`src/snk_pkg.sv`:
```
// Shared types, constants and helpers for the serpentine scan grid generator.
// No dependencies.
package snk_pkg;

	localparam int MAX_GRID       = 1024;
	localparam int STEP_FRAC_BITS = 32;
	localparam int PT_SHIFT       = STEP_FRAC_BITS - 16;
	localparam int ROW_DEN_SHIFT  = 46 - STEP_FRAC_BITS;
	localparam int N_W            = 11;
	localparam int IDX_W          = 10;
	localparam int STEP_W         = 48;
	localparam int DIV_NUM_W      = 64;
	localparam int DIV_DEN_W      = 32;
	localparam int SQRT_IN_W      = 64;
	localparam int SQRT_OUT_W     = 32;

	typedef enum logic [2:0] {
		REG_START_X   = 3'd0,
		REG_START_Y   = 3'd1,
		REG_ROW_END_X = 3'd2,
		REG_ROW_END_Y = 3'd3,
		REG_SIDE_X    = 3'd4,
		REG_SIDE_Y    = 3'd5,
		REG_GRID_PTS  = 3'd6,
		REG_ROW_SPAN  = 3'd7
	} reg_idx_t;

	typedef enum logic [3:0] {
		OP_NONE,
		OP_PREP,
		OP_CMP1,
		OP_CMP2,
		OP_PERP,
		OP_DIV_GO,
		OP_DIV_SAVE,
		OP_SQ1,
		OP_SQ2,
		OP_SQRT_GO,
		OP_RMUL,
		OP_PMUL,
		OP_PSUM,
		OP_OUT
	} dp_op_t;

	typedef enum logic [2:0] {
		SEL_CX,
		SEL_CY,
		SEL_UX,
		SEL_UY,
		SEL_RX,
		SEL_RY
	} div_sel_t;

	typedef enum logic [3:0] {
		ST_IDLE,
		ST_PREP,
		ST_CMP1,
		ST_CMP2,
		ST_PERP,
		ST_DIV_GO,
		ST_DIV_WAIT,
		ST_SQ1,
		ST_SQ2,
		ST_SQRT_GO,
		ST_SQRT_WAIT,
		ST_RMUL,
		ST_PMUL,
		ST_PSUM,
		ST_OUT
	} state_t;

	typedef struct packed {
		dp_op_t   op;
		div_sel_t sel;
		logic     axis;
	} cmd_t;

	typedef struct packed {
		logic div_done;
		logic sqrt_done;
		logic perp_zero;
		logic steps_ready;
		logic out_free;
	} status_t;

	// saturate a magnitude with sign to the signed step range
	function automatic logic signed [STEP_W-1:0] sat_step(input logic neg,
			input logic [DIV_NUM_W-1:0] m);
		logic [DIV_NUM_W-1:0] lim;
		logic [DIV_NUM_W-1:0] negm;
		lim  = DIV_NUM_W'(1) << (STEP_W - 1);
		negm = ~m + DIV_NUM_W'(1);
		if (!neg)
			sat_step = (m >= lim) ? STEP_W'(lim - DIV_NUM_W'(1)) : STEP_W'(m);
		else
			sat_step = (m > lim) ? STEP_W'(lim) : STEP_W'(negm);
	endfunction

endpackage

```
`src/snk_ctrl.sv`:
```
// Controller: sequences step setup and point evaluation in the datapath.
// Depends on snk_pkg.
module snk_ctrl import snk_pkg::*; (
	input  logic    clk,
	input  logic    arst_n,
	input  logic    in_valid,
	input  logic    restart,
	output logic    in_ready,
	input  status_t status,
	output cmd_t    cmd
);
	state_t   state_q, state_d;
	div_sel_t sel_q, sel_d;
	logic     axis_q, axis_d;

	always_ff @(posedge clk or negedge arst_n) begin
		if (!arst_n) begin
			state_q <= ST_IDLE;
			sel_q   <= SEL_CX;
			axis_q  <= 1'b0;
		end else begin
			state_q <= state_d;
			sel_q   <= sel_d;
			axis_q  <= axis_d;
		end
	end

	always_comb begin
		state_d = state_q;
		sel_d   = sel_q;
		axis_d  = axis_q;
		case (state_q)
			ST_IDLE: begin
				if (in_valid) begin
					axis_d = 1'b0;
					if (restart || !status.steps_ready)
						state_d = ST_PREP;
					else
						state_d = ST_PMUL;
				end
			end
			ST_PREP: state_d = ST_CMP1;
			ST_CMP1: state_d = ST_CMP2;
			ST_CMP2: state_d = ST_PERP;
			ST_PERP: begin
				sel_d   = SEL_CX;
				state_d = ST_DIV_GO;
			end
			ST_DIV_GO: state_d = ST_DIV_WAIT;
			ST_DIV_WAIT: begin
				if (status.div_done) begin
					case (sel_q)
						SEL_CX: begin
							sel_d   = SEL_CY;
							state_d = ST_DIV_GO;
						end
						SEL_CY: state_d = status.perp_zero ? ST_PMUL : ST_SQ1;
						SEL_UX: begin
							sel_d   = SEL_UY;
							state_d = ST_DIV_GO;
						end
						SEL_UY: begin
							sel_d   = SEL_RX;
							state_d = ST_RMUL;
						end
						SEL_RX: begin
							sel_d   = SEL_RY;
							state_d = ST_RMUL;
						end
						default: state_d = ST_PMUL;
					endcase
				end
			end
			ST_SQ1: state_d = ST_SQ2;
			ST_SQ2: state_d = ST_SQRT_GO;
			ST_SQRT_GO: state_d = ST_SQRT_WAIT;
			ST_SQRT_WAIT: begin
				if (status.sqrt_done) begin
					sel_d   = SEL_UX;
					state_d = ST_DIV_GO;
				end
			end
			ST_RMUL: state_d = ST_DIV_GO;
			ST_PMUL: state_d = ST_PSUM;
			ST_PSUM: begin
				if (axis_q)
					state_d = ST_OUT;
				else begin
					axis_d  = 1'b1;
					state_d = ST_PMUL;
				end
			end
			ST_OUT: if (status.out_free) state_d = ST_IDLE;
			default: state_d = ST_IDLE;
		endcase
	end

	always_comb begin
		cmd.op   = OP_NONE;
		cmd.sel  = sel_q;
		cmd.axis = axis_q;
		in_ready = 1'b0;
		case (state_q)
			ST_IDLE:      in_ready = 1'b1;
			ST_PREP:      cmd.op = OP_PREP;
			ST_CMP1:      cmd.op = OP_CMP1;
			ST_CMP2:      cmd.op = OP_CMP2;
			ST_PERP:      cmd.op = OP_PERP;
			ST_DIV_GO:    cmd.op = OP_DIV_GO;
			ST_DIV_WAIT:  cmd.op = status.div_done ? OP_DIV_SAVE : OP_NONE;
			ST_SQ1:       cmd.op = OP_SQ1;
			ST_SQ2:       cmd.op = OP_SQ2;
			ST_SQRT_GO:   cmd.op = OP_SQRT_GO;
			ST_RMUL:      cmd.op = OP_RMUL;
			ST_PMUL:      cmd.op = OP_PMUL;
			ST_PSUM:      cmd.op = OP_PSUM;
			ST_OUT:       cmd.op = status.out_free ? OP_OUT : OP_NONE;
			default:      cmd.op = OP_NONE;
		endcase
	end
endmodule

```
`config.mk`:
```
export PLATFORM = sky130hd
export DESIGN_NAME = snk_ctrl
export DESIGN_NICKNAME = d
export VERILOG_FILES = /design/src/snk_pkg.sv /design/src/snk_ctrl.sv
export SDC_FILE = /design/constraint.sdc
export NUM_CORES = 1
export LEC_CHECK = 0
export BUFFER_PORTS_ARGS = -buffer_cell sky130_fd_sc_hd__buf_2
export CAP_MARGIN = 20
export CORE_MARGIN = 4
export CORE_UTILIZATION = 47
export CTS_CLUSTER_DIAMETER = 30
export CTS_CLUSTER_SIZE = 28
export DETAILED_ROUTE_END_ITERATION = 16
export HOLD_SLACK_MARGIN = 0.03
export PLACE_DENSITY_LB_ADDON = 0.15
export SLEW_MARGIN = 20
export SYNTH_ARGS = -nofsm -noshare
export SYNTH_HDL_FRONTEND = slang
export SYNTH_SLANG_ARGS = --single-unit
```
`constraint.sdc`:
```
create_clock -name clk -period 1.5 [get_ports clk]
set_input_delay 0.3 -clock clk [delete_from_list [all_inputs] [get_ports clk]]
set_output_delay 0.3 -clock clk [all_outputs]
set_load 0.05 [all_outputs]
```
==> run summary <==
clock buffer count from CTS: 3
Slew headroom: 77.4%
Inst Count DP: 138
CP cell instances: buf_6, o21ai_0, nand2_1, o21ai_2, buf_6
critical path class: register to output port
Metal-1 WL: 1.11 mm
VDD IR max: 0.00138 V
H-tree Lvls: 1
grt total ovfl: 0
Boundary Pins: 18
Synth Register Bits: 8
clock-pin slew on the worst setup and hold paths: 70 ps
antenna-violating nets left: 0
period utilization: 115%
Hold Violations, Final: 0
fin nets: 145
Max Fclk: 580 MHz
CP required: 1200 ps
synthesized area: 818 um2
Post-synth ARST share: 100%
Hold/Removal Path Class: input port to register
final setup margin: -225 ps
LEAKAGE: 0.536 nW
Layout Cells excl Fill: 151
Worst Tran Pin Value: 335 ps
Die Ht: 49.7 um
WL per Instance: 15.9 um
First-pass DRT Iterations: 4
Reg power frac: 15.8%
yosys synthesis warning count: 0
worst slack, placed: -80.5 ps
Total GRT Usage: 20.3%
number of DRC markers in iteration 0: 22
met3 wire len: 142 um
Highest Signal Layer: met4
CP max stage delay: 460 ps
number of global-route vias before repair: 863
Fill cells: 93
Max Clock Skew: 5.69 ps
slowest CP cell: dfrtp_2
wire length on met2: 1.11 mm
vias per cell: 6.01
Clock power frac: 6.6%
Layout area overhead: 52.4%
final worst path period need: 1730 ps
site row count: 14
Synth cell types: 42
Switching Fraction: 49.9%
Syn Nets: 103
failing checks: setup timing
initial antenna violation count: 0
ys flop type: dfrtp_1
Worst Setup Start Kind: register
CP Capture Type: output port
crit-path max FO: 5
final WL: 2.41 mm
drc violations: 0
Vias: 907
die width: 49.7 um
Post-DP HPWL: 1.57 mm
# diodes: 0
max cap viols: 0
first-pass GRT wire length: 3.87 mm
share of cells above drive strength 1: 57.8%
Worst-Skew Late Latency: 260 ps
syn_area_per_cell: 8.71 um2
Internal: 1.45 mW
count of pins over their slew limit: 0
setup repair after global routing missed its margin: yes
number of synthesized flops with an enable pin: 0
crit path DAT: 1430 ps
Buffers on Ports: 17
CTS tree: yes
full die area: 2470 um2
# setup viols final: 10
Logic pwr share: 77.6%
most common cell after layout, fill and taps aside: buf_4
clock buffer depth: 2
switching power: 1.45 mW
GPL Wtd Cong: 0.822
Initial Utilization: 51.9%
most used cell, CP: buf_6
outcome: complete, but fails checks
pin count of the biggest net entering global routing: 10
Seq/Total Area, Yosys: 24.5%
Root Buffer: clkbuf_4
gate count after technology mapping: 94
most frequent cells in the layout: 24 x buf_4, 13 x buf_2, 9 x o21ai_0
total core area: 1580 um2
PwrDens: 2320 nW/um2
clock sink count: 8
-- power groups by stage --
stage / combinational (mW) / sequential [mW] / clock, mW
CTS: 2.11 / 0.441 / 0.198
finish: 2.25 / 0.457 / 0.192
global route: 2.39 / 0.466 / 0.212
global placement: 1.78 / 0.449 / 0
detailed placement: 1.79 / 0.452 / 0
floorplan: 1.37 / 0.464 / 0
-- critical path: cells and delay by family, from the launching register on --
| family | cells | cell delay, ps |
|---|---|---|
| AOI/OAI and AO/OA | 2 | 260 |
| buffers and inverters | 2 | 330 |
| DFF | 1 | 460 |
| and+or+nand+nor | 1 | 110 |
-- area by class of cell --
| cell class | instances | area (um2) | area share, % |
|---|---|---|---|
| Timing Repair Buffer | 45 | 338 | 27.1 |
| Inverter | 6 | 25.0 | 2.01 |
| Clock buffer | 4 | 26.3 | 2.11 |
| Tap cell | 16 | 20.0 | 1.60 |
| Multi-Input combinational cell | 72 | 631 | 50.6 |
| Sequential cell | 8 | 208 | 16.6 |
-- cell usage after synthesis, types with 2 or more instances --
cell type | instances | area (um2)
nand3_1 | 3 | 15.0
dfrtp_1 | 8 | 200
or3b_1 | 2 | 17.5
nand3_2 | 2 | 20.0
o21ai_0 | 12 | 60.1
buf_6 | 3 | 33.8
buf_2 | 4 | 20.0
o2bb2ai_1 | 2 | 17.5
a21oi_1 | 5 | 25.0
nor2_1 | 6 | 22.5
o22ai_1 | 2 | 12.5
nor2b_1 | 3 | 18.8
mux2i_1 | 3 | 30.0
inv_1 | 5 | 18.8
nor3b_1 | 2 | 15.0
nand2_1 | 5 | 18.8
nor3_1 | 2 | 10.0
-- sequential cells by signal, summed over array words and instances, names as in the netlist --
name     cells
state_q      4
axis_q       1
sel_q        3
-- metal layers --
metal	vias up	global-route usage (%)
met1	428	25.6
met5	-	0
met3	6	5.42
met2	35	31.9
met4	0	9.68
li1	438	-
-- cells by family after synthesis --
logic type / after synthesis / synth area share [%]
AOI/OAI and AO/OA: 32 / 28.7
buffers and inverters: 14 / 10.6
DFF: 8 / 24.5
muxes: 4 / 5.05
and+or+nand+nor: 36 / 31.2
-- per-stage QoR --
step | hold slack, ps | area, um2 | TNS (ps) | power (mW) | util, %
finish | 298 | 1250 | -1320 | 2.90 | 79.1
global route | 296 | 1250 | -1910 | 3.07 | 79.1
detailed placement | 161 | 1050 | -253 | 2.24 | 66.6
CTS | 292 | 1190 | -1040 | 2.75 | 75.6
global placement | 156 | 1050 | -191 | 2.23 | 66.6
floorplan | 4.41 | 876 | -675 | 1.83 | -
-- worst paths after layout --
check / slack [ps] / start / cells past startpoint / to
setup reg to reg: -140 / state_q[0]$_DFFE_PN0P_ / 6 / state_q[2]$_DFFE_PN0P_
setup / recovery: -230 / state_q[1]$_DFFE_PN0P_ / 5 / cmd[4]
hold reg to reg: 540 / axis_q$_DFFE_PN0P_ / 2 / axis_q$_DFFE_PN0P_
max in group asynchronous: 880 / arst_n / 2 / state_q[3]$_DFFE_PN0P_
min in group asynchronous: 420 / arst_n / 2 / state_q[1]$_DFFE_PN0P_
hold / removal: 300 / status[3] / 3 / sel_q[1]$_DFFE_PN0P_
-- repair_timing --
action                                 in CTS  in global routing
setup endpoints to repair                   8                 12
pin swaps                                   2                  4
hold buffers                                1                  0
endpoints found under the hold margin       8                  0
gates resized for setup                    20                  8
setup buffers                               6                  2
Note: power is estimated with default switching activity, not from simulation.
